<file path="src/hdl/skcr_pkg.sv">
// Shared constants and types for the serial keyboard code receiver.
`timescale 1ns / 1ps

package skcr_pkg;

   localparam int CodeWidth     = 29;
   localparam int CodeWordWidth = 32;
   localparam int GapWidth      = 8;
   localparam int IdleWidth     = 8;
   localparam int CmdWidth      = 2;
   localparam int ShortCode     = 3;

   localparam logic [GapWidth-1:0]  GapReset = 8'd16;
   localparam logic [IdleWidth-1:0] IdleMax  = 8'd255;

   typedef logic [CmdWidth-1:0]  cmd_type;
   typedef logic [CodeWidth-1:0] code_type;
   typedef logic [GapWidth-1:0]  gap_type;

   localparam cmd_type CMD_EDGE = 2'd0;
   localparam cmd_type CMD_TICK = 2'd1;
   localparam cmd_type CMD_READ = 2'd2;

endpackage

</file>
<file path="src/hdl/skcr_if.sv">
// Valid/ready channel interfaces for requests, responses and the gap register.
`timescale 1ns / 1ps

interface skcr_req_if;
   import skcr_pkg::*;
   logic    valid;
   logic    ready;
   cmd_type command;
   logic    data_bit;
   modport source (output valid, output command, output data_bit, input ready);
   modport sink (input valid, input command, input data_bit, output ready);
endinterface

interface skcr_rsp_if;
   import skcr_pkg::*;
   logic     valid;
   logic     ready;
   code_type code;
   logic     code_present;
   modport source (output valid, output code, output code_present, input ready);
   modport sink (input valid, input code, input code_present, output ready);
endinterface

interface skcr_csr_if;
   import skcr_pkg::*;
   logic    valid;
   logic    ready;
   gap_type data;
   modport source (output valid, output data, input ready);
   modport sink (input valid, input data, output ready);
endinterface

</file>
<file path="src/hdl/serial_keyboard_code_receiver_unit.sv">
// Top level of the serial keyboard code receiver with its code FIFO.
//
// The req channel carries one word per event: a falling keyboard clock edge with
// its data bit, a millisecond tick, or a request to read the next code. Edges and
// reads first close the pending bits into a code when more than gap_ticks ticks
// have passed since the last edge or read. Each read returns one word on the rsp
// channel with the oldest code, shifted right by one and cut to its size minus
// three bits, or zero with code_present low when the FIFO is empty. Edges and
// ticks return nothing. A code that completes while the FIFO is full is dropped.
// The csr channel writes gap_ticks and is ready whenever reset is low; write it
// only while idle. A word is taken every cycle unless a read is held in the input
// register. A read passes through the input register, the registered FIFO memory
// read and the output register on its way to rsp. The rsp word is held in the output
// register, so while it waits, edges and ticks keep flowing and a further read is
// held only when the memory read stage is also occupied.
// Reset is synchronous and clears the pipeline, the pending bits, the idle
// count and the FIFO pointers, and sets gap_ticks to 16. FIFO memory has no reset.
// Both the req and the csr channel are held not ready while reset is high.
`timescale 1ns / 1ps

module serial_keyboard_code_receiver_unit #(
   parameter int FIFO_DEPTH = 16,
   parameter int MAX_BITS   = 32
) (
   input logic          clock,
   input logic          reset,
   skcr_req_if.sink     req,
   skcr_rsp_if.source   rsp,
   skcr_csr_if.sink     csr
);
   import skcr_pkg::*;

   localparam int PtrWidth  = $clog2(FIFO_DEPTH);
   localparam int CntWidth  = $clog2(FIFO_DEPTH + 1);
   localparam int SizeWidth = $clog2(MAX_BITS + 1);
   localparam int EntryWidth = MAX_BITS + SizeWidth;

   logic [PtrWidth-1:0]   head_ff, head_in, tail_ff, tail_in;
   logic [CntWidth-1:0]   count_ff, count_in;
   logic [MAX_BITS-1:0]   shift_ff, shift_in;
   logic [SizeWidth-1:0]  pend_ff, pend_in;
   logic [IdleWidth-1:0]  idle_ff, idle_in;
   gap_type               gap_ff;

   logic                  a_valid_ff;
   cmd_type               a_cmd_ff;
   logic                  a_bit_ff;

   logic                  b_valid_ff, b_present_ff, b_bypass_ff;
   logic [MAX_BITS-1:0]   b_code_ff;
   logic [SizeWidth-1:0]  b_size_ff;
   logic [EntryWidth-1:0] mem_rd_ff;
   logic [EntryWidth-1:0] fifo_mem [FIFO_DEPTH];

   logic                  rsp_valid_ff, rsp_present_ff;
   code_type              rsp_code_ff, rsp_code_in;

   logic                  rsp_adv, b_free, a_go, accept;
   logic                  close, push, pop, bypass;

   assign rsp_adv = !rsp_valid_ff || rsp.ready;
   assign b_free  = !b_valid_ff || rsp_adv;
   assign a_go    = a_valid_ff && (a_cmd_ff != CMD_READ || b_free);
   assign req.ready = !reset && (!a_valid_ff || a_go);
   assign accept  = req.valid && req.ready;
   assign csr.ready = !reset;

   always_comb begin
      logic [CntWidth-1:0]  cnt_after;
      logic [MAX_BITS-1:0]  sh;
      logic [SizeWidth-1:0] pd;
      close     = 1'b0;
      push      = 1'b0;
      pop       = 1'b0;
      bypass    = 1'b0;
      head_in   = head_ff;
      tail_in   = tail_ff;
      count_in  = count_ff;
      shift_in  = shift_ff;
      pend_in   = pend_ff;
      idle_in   = idle_ff;
      cnt_after = count_ff;
      sh        = shift_ff;
      pd        = pend_ff;
      if (a_go && (a_cmd_ff == CMD_EDGE || a_cmd_ff == CMD_READ)) begin
         close   = (idle_ff > gap_ff) && (pend_ff != '0);
         push    = close && (count_ff != CntWidth'(FIFO_DEPTH));
         idle_in = '0;
         if (close) begin
            sh = '0;
            pd = '0;
         end
         if (push) begin
            cnt_after = count_ff + CntWidth'(1);
            tail_in = (tail_ff == PtrWidth'(FIFO_DEPTH - 1)) ? '0 : tail_ff + PtrWidth'(1);
         end
      end
      if (a_go) begin
         unique case (a_cmd_ff)
            CMD_EDGE: begin
               if (pd != SizeWidth'(MAX_BITS)) begin
                  sh = {sh[MAX_BITS-2:0], a_bit_ff};
                  pd = pd + SizeWidth'(1);
               end
            end
            CMD_TICK: begin
               if (idle_ff != IdleMax) begin
                  idle_in = idle_ff + IdleWidth'(1);
               end
            end
            CMD_READ: begin
               pop    = cnt_after != '0;
               bypass = push && (count_ff == '0);
               if (pop) begin
                  cnt_after = cnt_after - CntWidth'(1);
                  head_in = (head_ff == PtrWidth'(FIFO_DEPTH - 1)) ? '0 : head_ff + PtrWidth'(1);
               end
            end
            default: begin
            end
         endcase
      end
      count_in = cnt_after;
      shift_in = sh;
      pend_in  = pd;
   end

   always_ff @(posedge clock) begin
      if (push) begin
         fifo_mem[tail_ff] <= {pend_ff, shift_ff};
      end
      if (pop) begin
         mem_rd_ff <= fifo_mem[head_ff];
      end
   end

   always_comb begin
      logic [MAX_BITS-1:0]      c;
      logic [SizeWidth-1:0]     s;
      logic [CodeWordWidth-1:0] word;
      logic [CodeWidth:0]       mask;
      if (b_bypass_ff) begin
         c = b_code_ff;
         s = b_size_ff;
      end else begin
         c = mem_rd_ff[MAX_BITS-1:0];
         s = mem_rd_ff[EntryWidth-1:MAX_BITS];
      end
      word = CodeWordWidth'(c);
      mask = ((CodeWidth + 1)'(1) << (s - SizeWidth'(ShortCode))) - (CodeWidth + 1)'(1);
      if (!b_present_ff || s < SizeWidth'(ShortCode)) begin
         rsp_code_in = '0;
      end else begin
         rsp_code_in = word[CodeWidth:1] & mask[CodeWidth-1:0];
      end
   end

   always_ff @(posedge clock) begin
      if (reset) begin
         a_valid_ff   <= 1'b0;
         b_valid_ff   <= 1'b0;
         rsp_valid_ff <= 1'b0;
         head_ff      <= '0;
         tail_ff      <= '0;
         count_ff     <= '0;
         shift_ff     <= '0;
         pend_ff      <= '0;
         idle_ff      <= '0;
         gap_ff       <= GapReset;
      end else begin
         if (csr.valid) begin
            gap_ff <= csr.data;
         end
         if (req.ready) begin
            a_valid_ff <= req.valid;
         end
         if (a_go && a_cmd_ff == CMD_READ) begin
            b_valid_ff <= 1'b1;
         end else if (rsp_adv) begin
            b_valid_ff <= 1'b0;
         end
         if (b_valid_ff && rsp_adv) begin
            rsp_valid_ff <= 1'b1;
         end else if (rsp.ready) begin
            rsp_valid_ff <= 1'b0;
         end
         head_ff  <= head_in;
         tail_ff  <= tail_in;
         count_ff <= count_in;
         shift_ff <= shift_in;
         pend_ff  <= pend_in;
         idle_ff  <= idle_in;
      end
   end

   always_ff @(posedge clock) begin
      if (accept) begin
         a_cmd_ff <= req.command;
         a_bit_ff <= req.data_bit;
      end
      if (a_go && a_cmd_ff == CMD_READ) begin
         b_present_ff <= pop;
         b_bypass_ff  <= bypass;
         b_code_ff    <= shift_ff;
         b_size_ff    <= pend_ff;
      end
      if (b_valid_ff && rsp_adv) begin
         rsp_code_ff    <= rsp_code_in;
         rsp_present_ff <= b_present_ff;
      end
   end

   assign rsp.valid        = rsp_valid_ff;
   assign rsp.code         = rsp_code_ff;
   assign rsp.code_present = rsp_present_ff;

   // The occupancy never goes beyond the FIFO depth.
   a_count_bound: assert property (@(posedge clock) disable iff (reset)
      count_ff <= CntWidth'(FIFO_DEPTH))
      else $error("FIFO count beyond depth");

   // An empty read always answers with a zero code.
   a_empty_zero: assert property (@(posedge clock) disable iff (reset)
      rsp_valid_ff && !rsp_present_ff |-> rsp_code_ff == '0)
      else $error("empty read with nonzero code");

   // Head and tail meet exactly when the FIFO is empty or full.
   a_ptr_meet: assert property (@(posedge clock) disable iff (reset)
      (head_ff == tail_ff) == (count_ff == '0 || count_ff == CntWidth'(FIFO_DEPTH)))
      else $error("FIFO pointers disagree with count");

   // A write bypass only happens for a read that found the FIFO empty.
   a_bypass_empty: assert property (@(posedge clock) disable iff (reset)
      a_go && bypass |-> count_ff == '0 && pop)
      else $error("bypass on nonempty FIFO");

   // Reset leaves no response pending.
   a_reset_idle: assert property (@(posedge clock)
      reset |=> !rsp_valid_ff && !b_valid_ff && count_ff == '0)
      else $error("state not cleared by reset");

endmodule
</file>
<file path="src/flat_wrapper.sv">
// flat-port wrapper written by rule: the top's interface ports become plain ports
module serial_keyboard_code_receiver_unit_flat import skcr_pkg::*;
#(
   parameter int FIFO_DEPTH = 16,
   parameter int MAX_BITS   = 32
)
  (clock, reset, req_valid, req_command, req_data_bit, req_ready, rsp_valid, rsp_code, rsp_code_present, rsp_ready, csr_valid, csr_data, csr_ready);
  skcr_req_if req_i ();
  skcr_rsp_if rsp_i ();
  skcr_csr_if csr_i ();
  input logic clock;
  input logic reset;
  input wire logic [$bits(req_i.valid)-1:0] req_valid;
  input wire logic [$bits(req_i.command)-1:0] req_command;
  input wire logic [$bits(req_i.data_bit)-1:0] req_data_bit;
  output wire logic [$bits(req_i.ready)-1:0] req_ready;
  output wire logic [$bits(rsp_i.valid)-1:0] rsp_valid;
  output wire logic [$bits(rsp_i.code)-1:0] rsp_code;
  output wire logic [$bits(rsp_i.code_present)-1:0] rsp_code_present;
  input wire logic [$bits(rsp_i.ready)-1:0] rsp_ready;
  input wire logic [$bits(csr_i.valid)-1:0] csr_valid;
  input wire logic [$bits(csr_i.data)-1:0] csr_data;
  output wire logic [$bits(csr_i.ready)-1:0] csr_ready;
  assign req_i.valid = req_valid;
  assign req_i.command = req_command;
  assign req_i.data_bit = req_data_bit;
  assign req_ready = req_i.ready;
  assign rsp_valid = rsp_i.valid;
  assign rsp_code = rsp_i.code;
  assign rsp_code_present = rsp_i.code_present;
  assign rsp_i.ready = rsp_ready;
  assign csr_i.valid = csr_valid;
  assign csr_i.data = csr_data;
  assign csr_ready = csr_i.ready;
  serial_keyboard_code_receiver_unit #(.FIFO_DEPTH(FIFO_DEPTH), .MAX_BITS(MAX_BITS)) u_core (.clock(clock), .reset(reset), .req(req_i), .rsp(rsp_i), .csr(csr_i));
endmodule
</file>
<file path="config.mk">
export PLATFORM = sky130hd
export DESIGN_NAME = serial_keyboard_code_receiver_unit_flat
export DESIGN_NICKNAME = d
export VERILOG_FILES = /design/src/hdl/skcr_pkg.sv /design/src/hdl/skcr_if.sv /design/src/hdl/serial_keyboard_code_receiver_unit.sv /design/src/flat_wrapper.sv
export SDC_FILE = /design/constraint.sdc
export NUM_CORES = 1
export LEC_CHECK = 0
export BUFFER_PORTS_ARGS = -buffer_cell sky130_fd_sc_hd__buf_2
export CAP_MARGIN = 20
export CORE_MARGIN = 2
export CORE_UTILIZATION = 50
export DETAILED_ROUTE_END_ITERATION = 6
export HOLD_SLACK_MARGIN = 0.15
export PLACE_DENSITY = 0.72
export SYNTH_ARGS = -nofsm -noshare
export SYNTH_HDL_FRONTEND = slang
export SYNTH_SLANG_ARGS = --single-unit
</file>
<file path="constraint.sdc">
create_clock -name clock -period 5.15 [get_ports clock]
set_input_delay 0.7725 -clock clock [delete_from_list [all_inputs] [get_ports clock]]
set_output_delay 0.7725 -clock clock [all_outputs]
set_load 0.02 [all_outputs]
</file>
==> results of run 1 <==
worst max-delay path, delay by kind of cell (launching register included):
family                   cells  cell delay, ps
AO/OA/AOI/OAI                3             400
flip-flops                   1             610
adder cells (fa/ha/maj)      1             320
AND/OR/NAND/NOR              5            1110
buffers and inverters        1             440
multiplexers                 1             530
metrics by stage:
step | setup slack, ps | cell area [µm²]
finish | 1509 | 32600
global placement | 1571 | 30170
CTS | 1585 | 32580
floorplan | 597.1 | 28820
global route | 1220 | 32600
detailed placement | 1544 | 30170
final cells by class:
class                           count  share of cell area [%]
Sequential cell                   733                   65.47
Multi-Input combinational cell    651                   22.25
Clock buffer                       88                   5.834
Tap cell                          765                   2.936
Timing Repair Buffer               85                   1.743
Clock inverter                     42                   1.547
Inverter                           19                  0.2188
cells in the final DEF (no fill, tap or decap), types with 18 or more instances in the layout:
| master | synthesis | layout |
|---|---|---|
| ha_1 | 20 | 20 |
| mux2i_1 | 79 | 79 |
| nor3_1 | 33 | 29 |
| inv_1 | 19 | 18 |
| nand2_1 | 48 | 48 |
| nor2_1 | 107 | 95 |
| a21oi_1 | 25 | 25 |
| buf_2 | 8 | 48 |
| clkbuf_16 | 0 | 72 |
| edfxtp_1 | 665 | 665 |
| dfxtp_1 | 68 | 64 |
| buf_4 | 2 | 33 |
| mux4_2 | 175 | 175 |
registers in the layout (all words and copies together) (netlist names), 2 cells and up:
name / flops
u_core.fifo_mem: 560
u_core.mem_rd_ff: 35
u_core.shift_ff: 30
u_core.b_code_ff: 29
u_core.rsp.code: 29
u_core.gap_ff: 8
u_core.idle_ff: 8
u_core.b_size_ff: 6
u_core.pend_ff: 6
u_core.count_ff: 5
u_core.head_ff: 4
u_core.tail_ff: 4
u_core.a_cmd_ff: 2
cell families (layout without fill, tap and decap cells):
logic type	count (synthesis)	after routing	share of synthesized area, %
AO/OA/AOI/OAI	87	87	2.171
flip-flops	733	733	74.01
multiplexers	259	259	16.63
XOR/XNOR	19	19	0.5774
adder cells (fa/ha/maj)	20	20	0.8682
AND/OR/NAND/NOR	266	266	4.497
buffers and inverters	81	234	1.246
per-layer routing:
layer	vias up	track usage (%)	wire length, µm
met4	0	7.227	1513
met2	516	34.16	30280
met3	93	3.457	4113
met5	-	0	0
li1	6149	-	-
met1	7452	30.05	25810
power groups by stage:
stage	registers, mW	logic, mW	clock network (mW)
after floorplan	6.55	0.0897	0
after global placement	6.55	0.127	0
after detailed placement	6.55	0.129	0
after CTS	6.43	0.129	5.39
after global routing	6.42	0.141	5.63
final	6.43	0.129	5.30
worst max-delay path by stage:
stage	from	to	cells after the start	slack, ps
floorplan	rsp_ready	u_core.fifo_mem[3][10]	6	600
global placement	rsp_ready	u_core.mem_rd_ff[16]	8	1570
detailed placement	rsp_ready	u_core.mem_rd_ff[28]	8	1540
CTS	u_core.b_bypass_ff	u_core.rsp.code[10]	10	1580
global route	u_core.b_bypass_ff	u_core.rsp.code[14]	11	1220
finish	u_core.b_bypass_ff	u_core.rsp.code[14]	11	1510
==> flow_metrics.env, run 1 <==
export IMPL_drt_pass1_iterations=5
export IMPL_start_util_pct=50.24
export IMPL_hold_path_class="in2reg"
export IMPL_die_area_um2=59580
export IMPL_outcome="completed"
export IMPL_drive_above_1_share_pct=25.96
export IMPL_clk_pin_slew_worst_paths_ps=60
export IMPL_yosysWarnings=0
export IMPL_cts_buffers=72
export IMPL_hold_end="u_core.a_cmd_ff[0]"
export IMPL_power_density_nw_per_um2=363.7
export IMPL_crit_path_start_kind="register"
export IMPL_yosys_top_cells_area="edfxtp_1 69%, mux4_2 14%, dfxtp_1 4.7%"
export IMPL_post_drt_via_cell_ratio=5.963
export IMPL_r2r_end="u_core.rsp.code[14]"
export IMPL_cts_hold_buffers=0
export IMPL_cts_tree="yes"
export IMPL_synth_edf_count=665
export IMPL_first_iter_violations=1561
export IMPL_grt_max_degree=107
export IMPL_holdPathStages=1
export IMPL_clkPwrFrac_pct=44.7
export IMPL_synthFlopType="edfxtp_1"
export IMPL_synth_nets=1501
export IMPL_drcViolationCount=0
export IMPL_async_reset_ff_share_pct=0
export IMPL_worstPathMaxFanout=26
export IMPL_synth_ff_latch_count=733
export IMPL_p_leak_nw=10.67
export IMPL_fin_util_pct=56.82
export IMPL_max_slew_margin_pct=35.03
export IMPL_place_congestion=0.8953
export IMPL_crit_arrival_ps=4040
export IMPL_fin_crit_ps=3641
export IMPL_p_int_mw=9.565
export IMPL_finalSetupViolCount=0
export IMPL_drv_slew=0
export IMPL_clk_latency_ps=630
export IMPL_syn_to_final_growth_pct=13.10
export IMPL_multi_input_area_um2=7252
export IMPL_skew_ps=30.21
export IMPL_nets=1598
export IMPL_power_switching_share_pct=19.33
export IMPL_ys_seq_area_share_pct=74.01
export IMPL_p_total_mw=11.86
export IMPL_end_kind="register"
export IMPL_dieHeight_um=244.1
export IMPL_vias=14210
export IMPL_synthCells=1465
export IMPL_cts_setup_buffers=0
export IMPL_numPortBuffers=48
export IMPL_cts_root_buf="clkbuf_16"
export IMPL_grt_first_pass_wirelength_um=92580
export IMPL_vdd_drop_max_v=0.0002169
export IMPL_yosysUniqueCellTypes=75
export IMPL_cap_violations=0
export IMPL_worst_pin_slew_ps=974.5
export IMPL_routedWlPerCell_um=25.90
export IMPL_r2r_setup_slack_ps=1510
export IMPL_hold_start="req_command[0]"
export IMPL_combPwrFrac_pct=1.1
export IMPL_rows=88
export IMPL_finalHoldViolCount=0
export IMPL_path_class="reg2reg"
export IMPL_yosys_area_top_type="edfxtp_1"
export IMPL_dp_cells=2252
export IMPL_rsz0062_at_grt="no"
export IMPL_seqPwrFrac_pct=54.2
export IMPL_antenna_found_initial=0
export IMPL_postRouteWirelength_um=61720
export IMPL_crit_path_frequent_cell="nand2_1"
export IMPL_grt_total_usage_pct=21.29
export IMPL_regArea_um2=21340
export IMPL_synth_most_common_cell="edfxtp_1"
export IMPL_post_route_period_util_pct=70.71
export IMPL_crit_chain="buf_4, mux2i_1, nand2_1, nor2_1, nand2_1, ha_1, o211ai_4, nand3_1, o21ai_0, a21oi_1, nor3_1"
export IMPL_cts_sinks=733
export IMPL_critPathMaxStageDelay_ps=610
export IMPL_die_w_um=244.1
export IMPL_holdWs_ps=341.1
export IMPL_synthTopCellsByCount="665 x edfxtp_1, 175 x mux4_2, 107 x nor2_1"
export IMPL_ant_nets=0
export IMPL_gr_total_overflow=0
export IMPL_netlist_area_leader_share_pct=69.28
export IMPL_fin_tns_setup_ps=0
export IMPL_clock_fmax_ghz=0.2746
export IMPL_place_hpwl_um=34160
export IMPL_ios=49
export IMPL_syn_cell_area_um2=28820
export IMPL_syn_area_per_cell_um2=19.67
export IMPL_core_area_um2=57370
export IMPL_clk_path_buf_depth=3
export IMPL_instances_no_fill=2383
export IMPL_htree_levels=3
export IMPL_cp_slowest_cell="edfxtp_1"
export IMPL_cts_resized=0
export IMPL_nFillCells=4137
export IMPL_n_antenna_cell=0
export IMPL_p_switching_mw=2.292
export IMPL_required_ps=5550
export IMPL_first_global_vias=14590
export IMPL_ff2ff_path_depth=11
export IMPL_worstReg2RegStart="u_core.b_bypass_ff"
(Power assumes the default switching activity.)
==> run 2: changes to the inputs <==
--- a/config.mk
+++ b/config.mk
@@ -11,7 +11,7 @@
 export CORE_UTILIZATION = 50
 export DETAILED_ROUTE_END_ITERATION = 6
 export HOLD_SLACK_MARGIN = 0.15
-export PLACE_DENSITY = 0.72
+export PLACE_DENSITY = 0.74
 export SYNTH_ARGS = -nofsm -noshare
 export SYNTH_HDL_FRONTEND = slang
 export SYNTH_SLANG_ARGS = --single-unit
==> constraint.sdc (replaced) <==
create_clock -name clock -period 3 [get_ports clock]
set_input_delay 0.45 -clock clock [delete_from_list [all_inputs] [get_ports clock]]
set_output_delay 0.45 -clock clock [all_outputs]
set_load 0.02 [all_outputs]
==> run 2 against run 1 <==
Against the previous run: cell area is 3.4% higher; routed wire length grew 6.1%; maximum frequency up 28%; sequential power rose by 71%; die area is the same; power up 77%; clock power is 82% higher; critical path depth grew 3; global-route usage increased by 1.3 points; combinational power grew 110%; non-clock buffer count increased by 65.
==> flow_metrics.env, run 2 (synthesis gave the netlist of run 1 again) <==
export IMPL_clk_latency_ps=620
export IMPL_grt_max_degree=53
export IMPL_grt_total_usage_pct=22.59
export IMPL_top_regs="u_core.fifo_mem: 560 flops, u_core.mem_rd_ff: 35 flops, u_core.shift_ff: 30 flops"
export IMPL_die_area_um2=59580
export IMPL_clock_fmax_ghz=0.3512
export IMPL_setup_worst_path_end="u_core.shift_ff[13]"
export IMPL_antenna_found_initial=0
export IMPL_finalSetupViolCount=0
export IMPL_clk_pin_slew_worst_paths_ps=60
export IMPL_worst_slack_ps=152.9
export IMPL_regArea_um2=21340
export IMPL_core_area_um2=57370
export IMPL_regMostFlops="u_core.fifo_mem"
export IMPL_die_w_um=244.1
export IMPL_first_iter_violations=1588
export IMPL_place_hpwl_um=37080
export IMPL_required_ps=3490
export IMPL_nets=1666
export IMPL_mostFrequentLayoutCell="edfxtp_1"
export IMPL_worstPathMaxFanout=9
export IMPL_ios=49
export IMPL_nFillCells=4004
export IMPL_clk_path_buf_depth=3
export IMPL_rsz0062_at_grt="no"
export IMPL_n_antenna_cell=0
export IMPL_ff2ff_path_depth=14
export IMPL_fin_crit_ps=2847
export IMPL_final_cell_mix="665 x edfxtp_1, 175 x mux4_2, 94 x nor2_1, 79 x mux2i_1, 79 x clkbuf_16"
export IMPL_r2r_end="u_core.shift_ff[13]"
export IMPL_critPathMaxStageDelay_ps=350
export IMPL_rows=88
export IMPL_dieHeight_um=244.1
export IMPL_cts_root_buf="clkbuf_16"
export IMPL_p_leak_nw=11.05
export IMPL_max_slew_margin_pct=50.15
export IMPL_postRouteWirelength_um=65460
export IMPL_cts_buffers=75
export IMPL_routedWlPerCell_um=26.65
export IMPL_drive_above_1_share_pct=28.68
export IMPL_design_area_um2=33720
export IMPL_largest_reg_flops=560
export IMPL_cap_violations=0
export IMPL_worst_pin_slew_ps=728.8
export IMPL_r2r_setup_slack_ps=150
export IMPL_crit_path_start_kind="register"
export IMPL_ant_nets=0
export IMPL_vdd_drop_max_v=0.0003771
export IMPL_gr_total_overflow=0
export IMPL_outcome="completed"
export IMPL_vias=14710
export IMPL_crit_chain="inv_1, ha_1, nand4_1, a2bb2oi_2, nand2_2, a21o_1, nand2_1, ha_1, and4_1, nor3_4, buf_6, buf_16, mux2i_1, nor2_1"
export IMPL_start_util_pct=50.24
export IMPL_placed_area_um2=30920
export IMPL_drcViolationCount=0
export IMPL_drt_pass1_iterations=5
export IMPL_place_congestion=0.9447
export IMPL_hold_path_class="in2reg"
export IMPL_drv_slew=0
export IMPL_syn_to_final_growth_pct=16.98
export IMPL_fin_tns_setup_ps=0
export IMPL_power_density_nw_per_um2=620.7
export IMPL_end_kind="register"
export IMPL_crit_path_frequent_cell="ha_1"
export IMPL_path_class="reg2reg"
export IMPL_first_global_vias=15370
export IMPL_grt_first_pass_wirelength_um=98770
export IMPL_place_ws_ps=62.60
export IMPL_post_drt_via_cell_ratio=5.989
export IMPL_cp_slowest_cell="dfxtp_1"
export IMPL_post_route_period_util_pct=94.90
export IMPL_skew_ps=21.44
export IMPL_worstReg2RegStart="u_core.gap_ff[7]"
export IMPL_htree_levels=3
export IMPL_cp_startpoint="u_core.gap_ff[7]"
export IMPL_cts_sinks=733
export IMPL_numPortBuffers=48
export IMPL_cts_tree="yes"
export IMPL_crit_arrival_ps=3330
export IMPL_multi_input_area_um2=7283
export IMPL_finalHoldViolCount=0
## run 2: cell type report
class                           instances  area share [%]
Multi-Input combinational cell        651           21.60
Clock inverter                         42           1.436
Inverter                               19          0.2115
Sequential cell                       733           63.30
Timing Repair Buffer                  150           4.420
Tap cell                              765           2.839
Clock buffer                           96           6.197
## run 2: critical path, delay by kind of cell (launching register included)
kind | cells | cell delay [ps]
buffers and inverters | 3 | 410
adders and majority gates | 2 | 510
muxes | 1 | 210
DFF | 1 | 350
AOI/OAI and AO/OA | 2 | 370
and+or+nand+nor | 6 | 880
## run 2: worst min path at each step
stage | end | slack (ps) | start | cells after the start
after floorplan | u_core.gap_ff[1] | 460 | u_core.gap_ff[1] | 2
after global placement | u_core.gap_ff[2] | 480 | u_core.gap_ff[2] | 2
after detailed placement | u_core.shift_ff[0] | 490 | u_core.shift_ff[0] | 2
after CTS | u_core.b_valid_ff | 160 | rsp_ready | 4
after global routing | u_core.rsp.valid | 180 | rsp_ready | 4
final | u_core.b_valid_ff | 190 | rsp_ready | 4
## run 2: where the power goes
| part | total [mW] | switching (mW) | internal, mW |
|---|---|---|---|
| clock | 9.64 | 3.90 | 5.74 |
| combinational | 0.266 | 0.154 | 0.112 |
| sequential | 11.0 | 0.0207 | 11.0 |
| total | 20.9 | 4.07 | 16.9 |
## run 2: per-stage QoR
step                      power (mW)  hold slack (ps)  std cells  util [%]
after floorplan                11.41            460.4       1465         -
after detailed placement       11.49            487.7       2299     53.90
after global placement         11.48            481.2       2299     53.90
after global routing           21.45            181.1       2456     58.78
final                          20.93            192.1       2456     58.78
after CTS                      21.05            163.8       2453     58.70
## run 2: what timing repair did
action                                 in CTS  in global routing
hold buffers                               12                  0
gates resized for setup                     0                  5
setup endpoints to repair                   1                 14
cloned                                      1                  1
buffers inserted                            3                  2
pin swaps                                   2                  2
endpoints found under the hold margin      12                  0
## run 2: layer usage
| layer | global-route usage (%) | part of all wire (%) | vias up |
|---|---|---|---|
| met3 | 3.534 | 6.5 | 110 |
| li1 | - | - | 6289 |
| met5 | 0 | 0 | - |
| met1 | 30.11 | 39 | 7700 |
| met2 | 38.02 | 52 | 610 |
| met4 | 8.160 | 2.7 | 0 |
==> run 3: changes to the inputs <==
--- a/config.mk
+++ b/config.mk
@@ -7,6 +7,7 @@
 export LEC_CHECK = 0
 export BUFFER_PORTS_ARGS = -buffer_cell sky130_fd_sc_hd__buf_2
 export CAP_MARGIN = 20
+export CORE_ASPECT_RATIO = 1.25
 export CORE_MARGIN = 2
 export CORE_UTILIZATION = 50
 export DETAILED_ROUTE_END_ITERATION = 6
==> run 3 against run 2 <==
Against the previous run: non-clock buffer count shrank 7; maximum frequency shrank 0.78%; critical endpoint is now u_core.shift_ff[23]; global-route usage shrank 0.73 points; cell area shrank 1.0%; power shrank 4.2%; worst hold slack gained 5.3 ps.
==> flow_metrics.env, run 3 (synthesis gave the netlist of run 1 again) <==
export IMPL_drt_pass1_iterations=5
export IMPL_instances_no_fill=2420
export IMPL_n_antenna_cell=0
export IMPL_nFillCells=4101
export IMPL_cts_sinks=733
export IMPL_cts_root_buf="clkbuf_16"
export IMPL_antenna_found_initial=0
export IMPL_place_hpwl_um=35490
export IMPL_core_area_um2=57140
export IMPL_gr_total_overflow=0
export IMPL_grt_first_pass_wirelength_um=94610
export IMPL_path_class="reg2reg"
export IMPL_p_total_mw=20.06
export IMPL_fin_crit_ps=2869
export IMPL_first_iter_violations=1858
export IMPL_postRouteWirelength_um=63780
export IMPL_cap_violations=0
export IMPL_grt_total_usage_pct=21.86
export IMPL_worst_pin_slew_ps=769.9
export IMPL_final_cell_mix="665 x edfxtp_1, 175 x mux4_2, 95 x nor2_1, 78 x mux2i_1, 72 x clkbuf_16"
export IMPL_clk_pin_slew_worst_paths_ps=70
export IMPL_post_route_period_util_pct=95.65
export IMPL_crit_family="simple AND/OR/NAND/NOR gates"
export IMPL_mostFrequentLayoutCell="edfxtp_1"
export IMPL_clk_latency_ps=620
export IMPL_worstPathMaxFanout=7
export IMPL_clock_fmax_ghz=0.3485
export IMPL_cp_slowest_cell="dfxtp_1"
export IMPL_ios=49
export IMPL_end_kind="register"
export IMPL_cts_buffers=68
export IMPL_post_drt_via_cell_ratio=6.069
export IMPL_largest_reg_flops=560
export IMPL_start_util_pct=50.44
export IMPL_vias=14690
export IMPL_clk_path_buf_depth=3
export IMPL_hold_path_class="in2reg"
export IMPL_crit_buf_inv=2
export IMPL_top_regs="u_core.fifo_mem: 560 flops, u_core.mem_rd_ff: 35 flops, u_core.shift_ff: 30 flops"
export IMPL_drive_above_1_share_pct=28.14
export IMPL_finalSetupViolCount=0
export IMPL_crit_path_start_kind="register"
export IMPL_crit_arrival_ps=3340
export IMPL_dieHeight_um=272.4
export IMPL_syn_to_final_growth_pct=15.81
export IMPL_fin_util_pct=58.42
export IMPL_rows=98
export IMPL_drv_slew=0
export IMPL_design_area_um2=33380
export IMPL_required_ps=3470
export IMPL_outcome="completed"
export IMPL_vdd_drop_max_v=0.0004578
export IMPL_p_leak_nw=10.90
export IMPL_cts_tree="yes"
export IMPL_placed_area_um2=30860
export IMPL_grt_max_degree=40
export IMPL_routedWlPerCell_um=26.36
export IMPL_finalHoldViolCount=0
export IMPL_place_congestion=0.9513
export IMPL_nets=1652
export IMPL_critPathMaxStageDelay_ps=400
export IMPL_ant_nets=0
export IMPL_drcViolationCount=0
export IMPL_dp_cells=2274
export IMPL_numPortBuffers=48
export IMPL_regMostFlops="u_core.fifo_mem"
export IMPL_skew_ps=27.69
export IMPL_crit_chain="ha_1, nor2b_1, o211ai_1, a21o_2, a21o_1, nand2_1, ha_2, and4_4, nor3_4, buf_6, clkbuf_16, mux2i_1, nor2_1"
export IMPL_die_area_um2=59590
export IMPL_die_w_um=218.7
export IMPL_htree_levels=3
export IMPL_first_global_vias=14780
export IMPL_power_density_nw_per_um2=600.9
export IMPL_max_slew_margin_pct=48.54
[run 3: what timing repair did]
item,CTS,global route
hold endpoints to repair,12,0
hold buffers,12,0
buffers inserted,0,9
setup endpoints to repair,0,63
resized for setup,0,10
[run 3: report_power, final]
| part | switching, mW | internal, mW |
|---|---|---|
| clock network | 3.72 | 5.04 |
| logic | 0.152 | 0.117 |
| registers | 0.0221 | 11.0 |
[run 3: metal layers]
| layer | track usage, % | vias up | routed length, µm |
|---|---|---|---|
| li1 | - | 6254 | - |
| met1 | 29.73 | 7678 | 24560 |
| met2 | 36.69 | 665 | 32880 |
| met3 | 3.573 | 91 | 5000 |
| met4 | 6.383 | 0 | 1339 |
| met5 | 0 | - | 0 |
[run 3: final timing paths]
check	startpoint	end	slack, ps	cells past startpoint
worst max-delay path	u_core.idle_ff[1]	u_core.shift_ff[23]	130	13
worst max register to register	u_core.idle_ff[1]	u_core.shift_ff[23]	130	13
worst min-delay path	reset	u_core.idle_ff[3]	200	2
worst min register to register	u_core.shift_ff[0]	u_core.shift_ff[0]	490	2
[run 3: layout make-up]
| cell class | count | area [µm²] | area share, % |
|---|---|---|---|
| well taps | 750 | 938.4 | 2.811 |
| inverters | 19 | 71.32 | 0.2137 |
| repair buffers | 143 | 1459 | 4.370 |
| clock inverters | 32 | 350.3 | 1.050 |
| clock buffers | 92 | 1916 | 5.739 |
| multi-input cells | 651 | 7302 | 21.87 |
| flip-flops and latches | 733 | 21340 | 63.94 |
[run 3: per-stage QoR]
step                      hold WS [ps]  setup TNS [ps]  setup WS (ps)
final                            197.4               0          130.5
after global routing             192.8          -3.186         -2.761
after CTS                        177.0               0          123.1
after detailed placement         484.3               0          135.9
after global placement           479.4               0          232.3
after floorplan                  460.4         -155740         -504.5
